## src/rtl/hbcd_ram.sv

```systemverilog
// ----------------------------------------------------------------------------
// hbcd_ram
// Generic RAM, one write and one read port, registered read data.
// ----------------------------------------------------------------------------
`default_nettype none

module hbcd_ram #(
  parameter int DEPTH = 16,
  parameter int WIDTH = 8
) (
  input  wire logic                     clk_i,
  input  wire logic                     we_i,
  input  wire logic [$clog2(DEPTH)-1:0] waddr_i,
  input  wire logic [WIDTH-1:0]         wdata_i,
  input  wire logic                     re_i,
  input  wire logic [$clog2(DEPTH)-1:0] raddr_i,
  output logic      [WIDTH-1:0]         rdata_o
);

  logic [WIDTH-1:0] mem [DEPTH];

  always_ff @(posedge clk_i) begin
    if (we_i) begin
      mem[waddr_i] <= wdata_i;
    end
  end

  always_ff @(posedge clk_i) begin
    if (re_i) begin
      rdata_o <= mem[raddr_i];
    end
  end

endmodule

`default_nettype wire

```

## config.mk

```make
export PLATFORM = sky130hd
export DESIGN_NAME = hbcd_ram
export DESIGN_NICKNAME = d
export VERILOG_FILES = /design/src/rtl/hbcd_ram.sv
export SDC_FILE = /design/constraint.sdc
export NUM_CORES = 1
export LEC_CHECK = 0
export ABC_AREA = 1
export BUFFER_PORTS_ARGS = -buffer_cell sky130_fd_sc_hd__buf_2
export CORE_ASPECT_RATIO = 1.75
export CORE_MARGIN = 2
export CORE_UTILIZATION = 55
export DETAILED_ROUTE_END_ITERATION = 8
export GPL_ROUTABILITY_DRIVEN = 0
export PLACE_DENSITY = 0.74
export REMOVE_ABC_BUFFERS = 1
export SYNTH_ARGS = -nofsm -noshare
export SYNTH_HDL_FRONTEND = slang
export SYNTH_SLANG_ARGS = --single-unit
```

## constraint.sdc

```tcl
create_clock -name clk_i -period 1.05 [get_ports clk_i]
set_input_delay 0.1575 -clock clk_i [delete_from_list [all_inputs] [get_ports clk_i]]
set_output_delay 0.1575 -clock clk_i [all_outputs]
set_load 0.01 [all_outputs]
```

Word level (Yosys, flattened, before mapping) --
Memory sizes are Yosys's and may differ from the RTL's. A register that Yosys moved wholly into a read port is not among the register bits. Cells that the tools add are included.
Cells by class: muxes and demuxes 2
Operator list (count):
- 1-bit two-way mux | 2
Word-level totals: register bits after elaboration 0, bits in writable memories 128, bits of input ports 19, memories kept 1, output and inout bits 8, word-level logic and storage cells 3
Memory list:
- mem | depth 16, bits a word 8, read ports 1, clocked after memory_dff 1, write ports 1, line 20 | logic [WIDTH-1:0] mem [DEPTH];

Longest topological paths before layout --
depth in word-level cells 2, gate-level depth with buffers 8, mapped depth without buffers 7

Worst setup path after synthesis --
Ideal clock, no wire load.
path type input port to flip-flop, start input port waddr_i[3], end memory mem[4][0] (enable), setup time 0.370 ns, stages on the path 2, arrival 0.738 ns, data required time 0.680 ns, buffers on the path 0, setup slack -0.058 ns, cells stage by stage nand3b_1 -> nor2_1
RTL lines:
- start, declared | line 13 | input wire logic [$clog2(DEPTH)-1:0] waddr_i,
- end, declared | line 20
No word-level cell before the write port.

Final worst setup path --
start register rdata_o[2] (read register of mem), end output port rdata_o[2]
RTL lines:
- start, declared | line 17 | output logic [WIDTH-1:0] rdata_o
No word-level cell between the ends.

==> key figures <==
Pwr
  – Internal power: 10.3 mW
  – Comb pwr share: 0.065
  – Switching Power: 2.78 mW
  – LEAKAGE: 3.08 nW
  – Part of the power in registers: 0.470
  – Pwr/cell area: 1850 nW/um2
  – Share of power burned in the clock network: 0.465
  – Switching power share of the total: 0.212
  – VDD IR-drop max: 0.00158 V

Run status
  – Status: finished, violations left
  – Failing checks: setup timing

Route
  – Vias post-DR: 3,994
  – Post-route DRC: 0
  – Drt first pass iters: 5
  – Number of DRC markers in iteration 0: 430
  – Drt wl/cell: 18.0 um
  – DR vias/cell: 5.37
  – Routed Antenna Nets: 0
  – Final wirelength: 13.4 mm

Setup path
  – Largest delay share family, worst path: flip-flops
  – CP Data Required Time: 0.89 ns
  – Critical path peak fanout: 1
  – Largest stage delay on the critical path: 0.41 ns
  – CP cell instances: buf_2
  – CP bufs+invs: 1
  – Crit path DAT: 0.99 ns
  – CP Capture Type: output port
  – Critical path's slowest cell: edfxtp_1
  – CP startpoint kind: flip-flop
  – Kind of critical path: reg -> out

Clock tree
  – Hold_buf cts: 0
  – Clk Latency, worst-skew pair: 0.42 ns
  – Post-CTS Setup Inserts: 0
  – Buffer depth of the longest clock path: 2
  – Clk pin slew, worst setup/hold paths: 0.06 ns
  – H-tree levels: 4
  – CTS buffer count: 17
  – CTS tree: done
  – Root Driver: clkbuf_16
  – TritonCTS Sinks: 136

GRT
  – Gr usage total: 0.249
  – Initial antenna violation count: 0
  – First-pass GRT wire length: 20.5 mm
  – Gr ovfl total: 0
  – Vias in the first global route: 3,962
  – Largest net degree at the start of global routing: 48

Floorplan
  – Die area: 11,500 um2
  – Initial Utilization: 0.568
  – Chip height: 140 um
  – Standard-cell rows: 49
  – Core Box Area: 10,300 um2
  – # IOs: 27
  – Die width: 81.9 um

STA
  – Hold slack: 0.133 ns
  – Slew Limit Fails: 0
  – Fin crit share: 1.10
  – Setup tns final: -0.756 ns
  – Peak Freq: 0.869 GHz
  – Clk_skew: 0.00811 ns
  – Tmin final: 1.15 ns
  – Final Hold Fails: 0
  – Setup ws final: -0.101 ns
  – Rel. slew slack: 0.725
  – Final Setup Violations: 15
  – Worst-margin pin slew: 0.412 ns
  – Unrepaired setup endpoints after global routing: yes

Synthesis
  – Mean area per synthesized cell: 10.6 um2
  – Cell variety after synth: 11
  – Syn Inst Count: 551
  – Post-synthesis register bit count: 136
  – Register area share after synthesis: 0.698
  – Mapped Area: 5850 um2
  – Warning count from the yosys run: 0

Placement
  – Placed Cells: 712
  – Setup WS pre-CTS: -0.255 ns
  – # port buffers: 26
  – Dpl cell area: 6280 um2
  – Hpwl dp: 8.25 mm

Layout
  – Area delta synth->final: 21.2%
  – Final Cell Area: 7090 um2
  – Most common cell after layout, fill and taps aside: nand2_1
  – Post-Layout Cell Count: 744
  – Most frequent cells in the layout: nand2_1 (170), edfxtp_1 (136), inv_1 (98)
  – # nets final: 623
  – Fill cell count: 690
  – Ant. Diodes: 0
  – Proportion of layout cells with a drive suffix above 1: 0.204

Worst hold path
  – Hold Path Class: in -> reg

Job
  – Max-Cap Viols: 0
==> layout make-up <==
type	instances	area [um2]	area share
flip-flops and latches	136	4080	0.576
multi-input cells	289	1390	0.196
repair buffers	58	464	0.0655
clock buffers	17	425	0.0600
inverters	102	383	0.0540
clock inverters	15	183	0.0258
well taps	127	159	0.0224
==> flip-flops by register name (all words and copies together) (netlist names) <==
register,cells
mem,128
rdata_o,8
==> final timing paths <==
kind              slack (ns)              endpoint  cells after the start            startpoint
setup / recovery       -0.10            rdata_o[2]                      1  rdata_o[2]$_DFFE_PP_
hold / removal          0.13  rdata_o[6]$_DFFE_PP_                      1                  re_i
setup reg to reg       -0.06  rdata_o[1]$_DFFE_PP_                      6   mem[6][1]$_DFFE_PP_
hold reg to reg         0.75  rdata_o[7]$_DFFE_PP_                      6  mem[15][7]$_DFFE_PP_
==> metal layers <==
layer	vias to the layer above	GRT usage	part of all wire
li1	1889	-	-
met1	1886	0.284	0.36
met4	0	0.112	0.029
met2	184	0.440	0.55
met3	35	0.0457	0.057
met5	-	0	0
==> power by group through the flow <==
stage / clock network, mW / logic [mW] / registers (mW)
4_1_cts: 6.13 / 0.803 / 6.16
5_1_grt: 6.33 / 0.928 / 6.17
2_1_floorplan: 0 / 0.328 / 6.27
3_3_place_gp: 0 / 0.736 / 6.26
3_5_place_dp: 0 / 0.760 / 6.27
6_report: 6.10 / 0.850 / 6.16
==> metrics by stage <==
step | power, mW | util
CTS | 13.1 | 0.676
detailed placement | 7.03 | 0.610
floorplan | 6.60 | -
finish | 13.1 | 0.688
global placement | 7.00 | 0.610
global route | 13.4 | 0.688
==> cells in the mapped netlist <==
library cell,n,area share
nor2_1,17,0.011
buf_6,6,0.012
nand3b_1,2,0.0026
inv_1,100,0.064
edfxtp_1,136,0.70
buf_1,1,0.00064
buf_2,13,0.011
inv_2,2,0.0013
nand2_1,173,0.11
nand3_1,97,0.083
buf_4,4,0.0051
==> logic make-up (layout without fill, tap and decap cells) <==
logic type / Yosys count / count (layout) / share of synthesized area
DFF: 136 / 136 / 0.698
and+or+nand+nor: 289 / 289 / 0.208
buffers and inverters: 126 / 192 / 0.0939
==> what timing repair did <==
action	4_1_cts	5_1_grt
endpoints found under the setup margin	15	16
pin swaps	11	27
gates resized for setup	14	30
endpoints found under the hold margin	0	0
cloned	0	0
No activity file was read; power rests on OpenSTA's default activity.
