## src/rtl/hbcd_pkg.sv

```systemverilog
// ----------------------------------------------------------------------------
// hbcd_pkg
// Shared types, sizes and helpers of the hashed block cache directory.
// ----------------------------------------------------------------------------
`default_nettype none

package hbcd_pkg;

  localparam int SETS      = 13;
  localparam int WAYS      = 8;
  localparam int DEPTH     = SETS * WAYS;
  localparam int ADDR_W    = $clog2(DEPTH);

  localparam int ACT_W     = 2;
  localparam int DEV_W     = 8;
  localparam int BLK_W     = 32;
  localparam int SET_W     = 4;
  localparam int WAY_W     = 3;
  localparam int REF_W     = 8;

  localparam int BYTE_W    = 8;
  localparam int BLK_BYTES = BLK_W / BYTE_W;
  localparam int MOD_W     = SET_W + BYTE_W;

  localparam int IN_FIELDS_W  = DEV_W + BLK_W + SET_W + WAY_W;
  localparam int IN_W         = ((IN_FIELDS_W + 7) / 8) * 8;
  localparam int OUT_FIELDS_W = SET_W + WAY_W + 3 + DEV_W + BLK_W + 1;
  localparam int OUT_W        = ((OUT_FIELDS_W + 7) / 8) * 8;

  localparam logic [REF_W-1:0] REFS_MAX = {REF_W{1'b1}};

  typedef enum logic [ACT_W-1:0] {
    ACT_GET     = 2'd0,
    ACT_RELEASE = 2'd1,
    ACT_PIN     = 2'd2,
    ACT_UNPIN   = 2'd3
  } action_e;

  typedef struct packed {
    logic [DEV_W-1:0] dev;
    logic [BLK_W-1:0] blk;
    logic             valid;
    logic [REF_W-1:0] refs;
  } entry_t;

  localparam int ENTRY_W = $bits(entry_t);

  typedef struct packed {
    logic             done;
    logic [SET_W-1:0] rem;
  } mod_stat_t;

  // (rem * 256 + b) mod SETS, rem < SETS; restoring compare-subtract
  function automatic logic [SET_W-1:0] mod_step(input logic [SET_W-1:0]  rem,
                                                 input logic [BYTE_W-1:0] b);
    logic [MOD_W-1:0] x;
    logic [MOD_W-1:0] m;
    x = {rem, b};
    for (int k = BYTE_W - 1; k >= 0; k--) begin
      m = MOD_W'(SETS) << k;
      if (x >= m) begin
        x = x - m;
      end
    end
    return x[SET_W-1:0];
  endfunction

endpackage

`default_nettype wire

```

## src/rtl/hbcd_mod.sv

```systemverilog
// ----------------------------------------------------------------------------
// hbcd_mod
// Block number modulo SETS, one byte per cycle, most significant first.
// ----------------------------------------------------------------------------
`default_nettype none

module hbcd_mod
  import hbcd_pkg::*;
(
  input  wire logic             clk_i,
  input  wire logic             rst_ni,
  input  wire logic             start_i,
  input  wire logic [BLK_W-1:0] blk_i,
  output mod_stat_t             stat_o
);

  localparam int CNT_W = (BLK_BYTES > 1) ? $clog2(BLK_BYTES) : 1;

  logic             busy_q, busy_d;
  logic             done_q, done_d;
  logic [CNT_W-1:0] cnt_q, cnt_d;
  logic [BLK_W-1:0] sh_q, sh_d;
  logic [SET_W-1:0] rem_q, rem_d;

  always_comb begin
    busy_d = busy_q;
    done_d = 1'b0;
    cnt_d  = cnt_q;
    sh_d   = sh_q;
    rem_d  = rem_q;
    if (start_i) begin
      busy_d = 1'b1;
      cnt_d  = '0;
      sh_d   = blk_i;
      rem_d  = '0;
    end else if (busy_q) begin
      rem_d = mod_step(rem_q, sh_q[BLK_W-1 -: BYTE_W]);
      sh_d  = sh_q << BYTE_W;
      cnt_d = cnt_q + CNT_W'(1);
      if (cnt_q == CNT_W'(BLK_BYTES - 1)) begin
        busy_d = 1'b0;
        done_d = 1'b1;
      end
    end
  end

  always_ff @(posedge clk_i or negedge rst_ni) begin
    if (!rst_ni) begin
      busy_q <= 1'b0;
      done_q <= 1'b0;
      cnt_q  <= '0;
    end else begin
      busy_q <= busy_d;
      done_q <= done_d;
      cnt_q  <= cnt_d;
    end
  end

  always_ff @(posedge clk_i) begin
    sh_q  <= sh_d;
    rem_q <= rem_d;
  end

  assign stat_o.done = done_q;
  assign stat_o.rem  = rem_q;

endmodule

`default_nettype wire

```

## config.mk

```make
export PLATFORM = sky130hd
export DESIGN_NAME = hbcd_mod
export DESIGN_NICKNAME = d
export VERILOG_FILES = /design/src/rtl/hbcd_pkg.sv /design/src/rtl/hbcd_mod.sv
export SDC_FILE = /design/constraint.sdc
export NUM_CORES = 1
export LEC_CHECK = 0
export BUFFER_PORTS_ARGS = -buffer_cell sky130_fd_sc_hd__buf_2
export CORE_MARGIN = 2
export CORE_UTILIZATION = 48
export DETAILED_ROUTE_END_ITERATION = 7
export HOLD_SLACK_MARGIN = 0.03
export PLACE_DENSITY_LB_ADDON = 0.08
export SYNTH_ARGS = -nofsm -noshare
export SYNTH_HDL_FRONTEND = slang
export SYNTH_SLANG_ARGS = --single-unit
export TNS_END_PERCENT = 5
```

## constraint.sdc

```tcl
create_clock -name clk_i -period 16.75 [get_ports clk_i]
set_input_delay 0.8375 -clock clk_i [delete_from_list [all_inputs] [get_ports clk_i]]
set_output_delay 0.8375 -clock clk_i [all_outputs]
set_load 0.01 [all_outputs]
```

# --- Word-level counts from Yosys, hierarchy flattened ---
# Index checks and enable logic that the tools add are counted.
word_totals:
  output_inout_bits: 5
  regBits: 40
  inputBits: 35
classes:
  n_lt_le_gt_ge: 8
  n_reduce_logical: 1
  n_addsub: 9
  eq_ne: 1
  muxes: 32
ops:
  columns: ["operator", "count"]
  rows:
  - ["$mux W12", 21]
  - ["$mux W32", 2]
  - ["$ge A12 B10 Y1 const B", 1]
  - ["$ge A12 B11 Y1 const B", 1]
  - ["$ge A12 B4 Y1 const B", 1]
  - ["$ge A12 B5 Y1 const B", 1]
  - ["$ge A12 B6 Y1 const B", 1]
  - ["$ge A12 B7 Y1 const B", 1]
  - ["$ge A12 B8 Y1 const B", 1]
  - ["$ge A12 B9 Y1 const B", 1]
  - ["$sub A12 B10 Y12 const B", 1]
  - ["$sub A12 B11 Y12 const B", 1]
  - ["$sub A12 B5 Y12 const B", 1]
  - ["$sub A12 B6 Y12 const B", 1]
  - ["$sub A12 B7 Y12 const B", 1]
  - ["$sub A12 B8 Y12 const B", 1]
  - ["$sub A12 B9 Y12 const B", 1]
  - ["$mux W1", 6]
  - ["$mux W2", 2]
  - ["$mux W4", 1]
  - ["$sub A4 B4 Y4 const B", 1]
  - ["$add A2 B1 Y2 const B", 1]
  - ["$eq A2 B2 Y1 const B", 1]
  - ["$reduce_bool A2 Y1", 1]

# --- Logic depth before layout (Yosys ltp) ---
# Gate-level depths: netlist of run 1.
logic_depth:
  depth_word: 30
  ltp_mapped: 29
  ltp_nobuf: 24

# --- Worst setup path after synthesis of run 1 ---
# Ideal clock, no wire load.
synth_path:
  path_type: "reg-to-reg"
  from: "register rem_q[0]"
  to: "register rem_q[1]"
  stages_incl_launch_ff: 27
  setup_ps: 79
  period_less_slack_ps: 5832
  slack_ps: 10918
  required_ps: 16671
  n_path_buf: 2
  arrival_ps: 5753
  path_cell_list: "dfxtp_1 -> inv_1 -> ha_1 -> nor2b_1 -> o21ai_2 -> nand4_1 -> a2111oi_4 -> or2_1 -> buf_2 -> o2111ai_1 -> and4_1 -> and4_1 -> a221oi_2 -> o21ai_2 -> or4b_4 -> o2111ai_2 -> a31oi_2 -> buf_6 -> a31o_1 -> o32ai_4 -> nand2_1 -> xnor2_1 -> ha_1 -> nand2b_1 -> a31oi_2 -> mux2_4 -> a211oi_2"
synth_via:
  elab_chain_cells: 30
  elab_cells_between_ends: 38
synth_rtl:
  columns: ["element", "line_no", "text"]
  rows:
  - ["start, declared", "hbcd_mod.sv:23", "logic [SET_W-1:0] rem_q, rem_d;"]
  - ["start signal, assigned", "hbcd_mod.sv:61", "rem_q <= rem_d;"]
  - ["$sub A12 B11 Y12 / $ge A12 B11 Y1 (equally long branches)", "hbcd_pkg.sv:62, hbcd_pkg.sv:61", null]
  - ["$mux W12 *", "hbcd_pkg.sv:61", "if (x >= m) begin"]
  - ["$mux W12 *", "hbcd_mod.sv:36", "end else if (busy_q) begin"]
  - ["$mux W12 *", "hbcd_mod.sv:31", "if (start_i) begin"]
  - ["$sub A12 B10 Y12 / $ge A12 B10 Y1 (equally long branches)", "hbcd_pkg.sv:62, hbcd_pkg.sv:61", null]
  - ["$mux W12 *", "hbcd_pkg.sv:61", null]
  - ["$mux W12 *", "hbcd_mod.sv:36", null]
  - ["$mux W12 *", "hbcd_mod.sv:31", null]
  - ["[... 14 more ...]", null, null]
  - ["$mux W12 *", "hbcd_mod.sv:36", null]
  - ["$mux W12 *", "hbcd_mod.sv:31", null]
  - ["$sub A12 B5 Y12 / $ge A12 B5 Y1 (equally long branches)", "hbcd_pkg.sv:62, hbcd_pkg.sv:61", null]
  - ["$mux W12 *", "hbcd_pkg.sv:61", null]
  - ["$mux W12 *", "hbcd_mod.sv:36", null]
  - ["$mux W12 *", "hbcd_mod.sv:31", null]
  - ["$ge A12 B4 Y1 / $sub A4 B4 Y4 (equally long branches)", "hbcd_pkg.sv:61, hbcd_pkg.sv:62", null]
  - ["$mux W4 *", "hbcd_pkg.sv:61", null]
# Mark *: on every way between the ends. The rest lies on a longest branch, timed or not. The select of a mux whose other input is x is not followed.
# A chain may end at the register's enable or synchronous reset.

# --- Final worst setup path of run 1 ---
# Same ends and word-level chain as after synthesis.

==> results of run 1 <==
-- layout make-up --
type	instances	area, um2	area share (%)
clock buffers	7	76.3	1.78
clock inverters	1	8.76	0.204
inverters	12	45.0	1.05
multi-input cells	360	2680	62.5
flip-flops and latches	40	1140	26.6
well taps	105	131	3.07
repair buffers	40	203	4.73
-- kinds of logic after synthesis --
kind of cell	synth area share, %
AOI/OAI and AO/OA	31.4
and+or+nand+nor	21.0
muxes	10.4
buffers and inverters	4.53
adders and majority gates	1.78
xor gates and xnor gates	2.41
DFF	28.5
-- worst max-delay path by stage --
stage	start	cells past startpoint	slack [ps]	end
3_3_place_gp	rem_q[0]	23	9910	rem_q[1]
5_1_grt	rem_q[0]	23	8830	rem_q[1]
4_1_cts	rem_q[0]	23	9580	rem_q[1]
6_report	rem_q[0]	23	9510	rem_q[1]
3_5_place_dp	rem_q[0]	23	9620	rem_q[1]
2_1_floorplan	rem_q[0]	26	10920	rem_q[1]
-- critical path, cell delays in order, from the launching register on --
cell and delay [ps]:
dfxtp_1 480, inv_1 130, ha_1 320, a21oi_1 650, nand4_1 280, a2111oi_4 480, nor2_2 200, a211oi_2 320
o2111ai_2 220, nand3_2 230, mux2i_1 550, nand2b_1 110, o22ai_1 310, o2111ai_2 220, a31oi_2 520, nor2_1 160
o32ai_4 430, nand2_1 120, xnor2_1 290, ha_1 270, nand2b_1 120, a31oi_2 220, mux2_4 330, a211oi_2 200
-- cells in the final DEF (no fill, tap or decap), types with 8 or more instances in the layout --
cell type	n
a21oi_1	19
nor3_1	10
o21ai_0	25
nand3_1	19
mux2_2	25
mux2i_1	8
inv_1	10
and2_1	11
xnor2_1	10
nand2_1	31
and3_1	8
buf_2	39
nor2_1	31
edfxtp_1	32
o211ai_1	8
-- flip-flops by register name (all words and copies together), names as in the netlist --
signal  cells
rem_q       4
sh_q       32
cnt_q       2
busy_q      1
done_q      1
-- stage by stage --
| stage | std cells | utilization [%] |
|---|---|---|
| detailed placement | 557 | 51.6 |
| global route | 565 | 52.7 |
| global placement | 557 | 51.6 |
| floorplan | 439 | - |
| finish | 565 | 52.7 |
| CTS | 565 | 52.7 |
-- per-layer routing --
| metal | routed length, um | global-route usage (%) | vias to the layer above |
|---|---|---|---|
| met5 | 0 | 0 | - |
| met4 | 176 | 6.28 | 0 |
| met3 | 470 | 3.87 | 21 |
| met2 | 4800 | 38.4 | 100 |
| met1 | 4270 | 30.2 | 1702 |
| li1 | - | - | 1763 |
==> impl_metrics.json, run 1 <==
{
  "status": "finished clean",
  "syn_area_per_cell_um2": 9.11,
  "cts_tree": "yes",
  "reg2reg_depth": 23,
  "ys.flop_type": "edfxtp_1",
  "cp_max_fo": 12,
  "die_area_mm2": 0.00908,
  "grt_pass1_vias": 3391,
  "drt-vias-per-instance": 6.35,
  "drive_gt1_share_pct": 26.7,
  "grt_pass1_wl_mm": 16.5,
  "detailedPlace.worstSlack_ps": 9620,
  "grt_usage_pct": 22.8,
  "report.final.slew_viol_count": 0,
  "synthTopCellsByArea": "edfxtp_1 (24%), mux2_2 (7.0%), o21ai_0 (3.1%), nand2_1 (2.9%), nor2_1 (2.9%)",
  "holdWs_ps": 335,
  "setup.worst_path.start_class": "flop",
  "post-route-min-period_ps": 7240,
  "setup_violations": 0,
  "drtIter0Drc": 196,
  "synth-seq-cells": 40,
  "hold_class": "in2async",
  "grt_max_degree": 43,
  "port_buffers": 39,
  "drv_cap": 0,
  "post_drt_wl_per_cell_um": 17.2,
  "clkSinkCount": 40,
  "ys_types": 98,
  "initial_core_util_pct": 49.2,
  "async_flop_share_pct": 10.0,
  "path_clk_slew_ps": 80,
  "rrSetupSlack_ps": 9510,
  "cts_resized": 0,
  "postCtsSetupBuffers": 0,
  "cp.required_ps": 16950,
  "antenna_cells": 0,
  "synth_top_area_share_pct": 24.0,
  "min_period_over_period_pct": 43.2,
  "clock_path_buffers": 2,
  "maxSlewHeadroom_pct": 44.5,
  "synth-edff-count": 32,
  "die_x_um": 95.3,
  "cts_made_buffers": 5,
  "dieHeight_um": 95.3,
  "antenna_found_initial": 0,
  "tightest_slew_ps": 832,
  "max_freq_mhz": 138,
  "nFillCells": 778,
  "hold_viol": 0,
  "r2r-start": "rem_q[0]",
  "dpl_cell_area_mm2": 0.00420,
  "synth_top_cell_by_area": "edfxtp_1",
  "cts-hold-fix-buffers": 0,
  "io_pins": 40,
  "yosysWarnings": 0,
  "fin_nets": 498,
  "drcViolationCount": 0,
  "end_kind": "flop",
  "dp_hpwl_mm": 7.41,
  "rr_endpoint": "rem_q[1]",
  "overflow": 0,
  "cts_root_buf": "clkbuf_8",
  "syn_nets": 478,
  "clock_skew_ps": 5.19,
  "postLayoutCellArea_mm2": 0.00428,
  "rsz0062_at_grt": "no",
  "synth.most_common_cell": "edfxtp_1",
  "netlist_area_mm2": 0.00400,
  "setup_ws_ps": 9510,
  "core-area_mm2": 0.00813,
  "crit_type": "reg2reg",
  "syn_to_final_growth_pct": 7.07,
  "synthTopCellsByCount": "edfxtp_1 (32), nand2_1 (31), nor2_1 (31)",
  "dr.pass1.iters": 4,
  "synthCells": 439,
  "vias": 3586,
  "clkLatencyLatePin_ps": 290,
  "crit_arrival_ps": 7450,
  "ant_nets": 0,
  "rows": 33,
  "h-tree-depth": 2,
  "ys_seq_area_share_pct": 28.5,
  "place.gp.congestion": 0.873,
  "setup-tns-final_ps": 0,
  "wl_mm": 9.72
}
Power of run 1 is not shown: default switching activity piles up to over one toggle a cycle in this logic, so the estimate is an artifact.
==> inputs of run 2 (changes only) <==
- clock period: 16.75 -> 7.6 ns (I/O delays scaled with it)
==> run 2 against run 1 <==
Against the previous run:
- die area is the same
- first-iteration DRC count shrank 14%
- non-clock buffer count grew 2
- cell count grew 0.35%
- register-to-register slack lost 8800 ps
- via count grew 3.2%
- worst hold slack gained 33 ps
- design area grew 1.4%
- critical path depth grew 1
- setup slack lost 8800 ps
- sequential cell count is the same
- clock-buffer cell count shrank 2
==> impl_metrics.json, run 2 (synthesized netlist as in run 1, its figures left out) <==
{
  "setup_violations": 0,
  "dp_hpwl_mm": 7.36,
  "slowest_delay_ps": 500,
  "antenna_cells": 0,
  "place.gp.congestion": 0.868,
  "maxSlewHeadroom_pct": 47.8,
  "overflow": 0,
  "worst-path-buf-inv": 1,
  "rsz0062_at_grt": "no",
  "h-tree-depth": 2,
  "dieHeight_um": 95.3,
  "cts_made_buffers": 5,
  "fin_nets": 500,
  "clock_skew_ps": 7.47,
  "cp.required_ps": 7810,
  "min_period_over_period_pct": 90.3,
  "die_area_mm2": 0.00908,
  "worstSetupPathDepth": 24,
  "cts_root_buf": "clkbuf_8",
  "setup_ws_ps": 738,
  "vias": 3702,
  "largest_reg_flops": 32,
  "detailedPlace.worstSlack_ps": 632,
  "drive_gt1_share_pct": 27.5,
  "ant_nets": 0,
  "crit_type": "reg2reg",
  "drtIter0Drc": 168,
  "holdWs_ps": 368,
  "clock_path_buffers": 2,
  "io_pins": 40,
  "post_drt_wl_per_cell_um": 17.5,
  "hold_viol": 0,
  "wl_mm": 9.92,
  "end_kind": "flop",
  "drt-vias-per-instance": 6.53,
  "nFillCells": 735,
  "final_common_cell": "buf_2",
  "initial_core_util_pct": 49.2,
  "syn_to_final_growth_pct": 8.54,
  "final_cell_mix": "buf_2 (39), edfxtp_1 (32), nand2_1 (31)",
  "report.final.slew_viol_count": 0,
  "setup-tns-final_ps": 0,
  "clkSinkCount": 40,
  "clkLatencyLatePin_ps": 290,
  "post-route-min-period_ps": 6860,
  "rows": 33,
  "hold_class": "in2reg",
  "path_clk_slew_ps": 90,
  "cp_max_fo": 13,
  "tightest_slew_ps": 778,
  "postCtsSetupBuffers": 0,
  "crit_arrival_ps": 7070,
  "antenna_found_initial": 0,
  "top_register": "sh_q",
  "reg2reg_depth": 24,
  "cp_top_family": "compound AO/OA/AOI/OAI gates",
  "die_x_um": 95.3,
  "grt_pass1_vias": 3498,
  "final_util_pct": 53.4,
  "core-area_mm2": 0.00813,
  "cts_tree": "yes",
  "hold_depth": 2,
  "grt_pass1_wl_mm": 16.7,
  "drv_cap": 0,
  "port_buffers": 39,
  "worstPathCellList": "inv_1 > ha_1 > nor3b_2 > a221o_1 > nor2_2 > a31oi_1 > o221a_2 > a211oi_2 > o2111ai_2 > nand3_2 > a221oi_1 > o31a_2 > nand2_2 > mux2_4 > a31oi_4 > nor2_1 > o32ai_4 > nand2_1 > xnor2_1 > ha_1 > nand2b_1 > a31oi_2 > mux2_4 > a211oi_2",
  "status": "finished clean",
  "grt_usage_pct": 22.8,
  "drcViolationCount": 0,
  "max_freq_mhz": 146,
  "setup.worst_path.start_class": "flop",
  "reg_top3": "sh_q: 32 flops, rem_q: 4 flops, cnt_q: 2 flops",
  "slowest_stage": "a221oi_1",
  "dr.pass1.iters": 5,
  "grt_max_degree": 43
}
==> run 2: cell count changes in the layout (fill, tap and decap cells not counted), sizes merged <==
cell / change
buf: +1
bufinv: +1
clkbuf: -2
clkinv: -1
clkinvlp: +1
dlygate4sd3: +1
inv: +1
==> run 2: what timing repair did <==
item,CTS,global route
setup endpoints to repair,0,1
resized for setup,0,2
hold buffers,1,0
hold endpoints to repair,4,0
==> run 2: worst paths after layout <==
kind / to / slack (ps) / start
max: rem_q[1] / 740 / rem_q[0]
max reg2reg: rem_q[1] / 740 / rem_q[0]
min in group asynchronous: cnt_q[1] / 410 / rst_ni
min: sh_q[3] / 370 / blk_i[3]
min reg2reg: cnt_q[1] / 540 / cnt_q[1]
max in group asynchronous: done_q / 7070 / rst_ni
==> run 2: metrics by stage <==
step | std cells | cell area [um2]
final | 567 | 4340
after global routing | 567 | 4340
after CTS | 567 | 4330
after detailed placement | 558 | 4210
after global placement | 558 | 4210
after floorplan | 439 | 4000
==> run 2: layout make-up <==
cell class,instances,area [um2],share of cell area (%)
clock buffer,5,68.8,1.58
clock inverter,3,46.3,1.07
inverter,12,45.0,1.04
multi-input combinational,360,2690,61.9
sequential,40,1140,26.3
tap,105,131,3.03
timing repair buffer,42,220,5.07
==> run 2: per-layer routing <==
metal	vias up	global-route usage (%)	part of all wire, %
met5	-	0	0
met4	0	6.88	2.1
met3	25	3.48	5.9
met2	136	39.2	49
met1	1770	29.4	43
li1	1771	-	-
Power of run 2 is left out for the same reason.
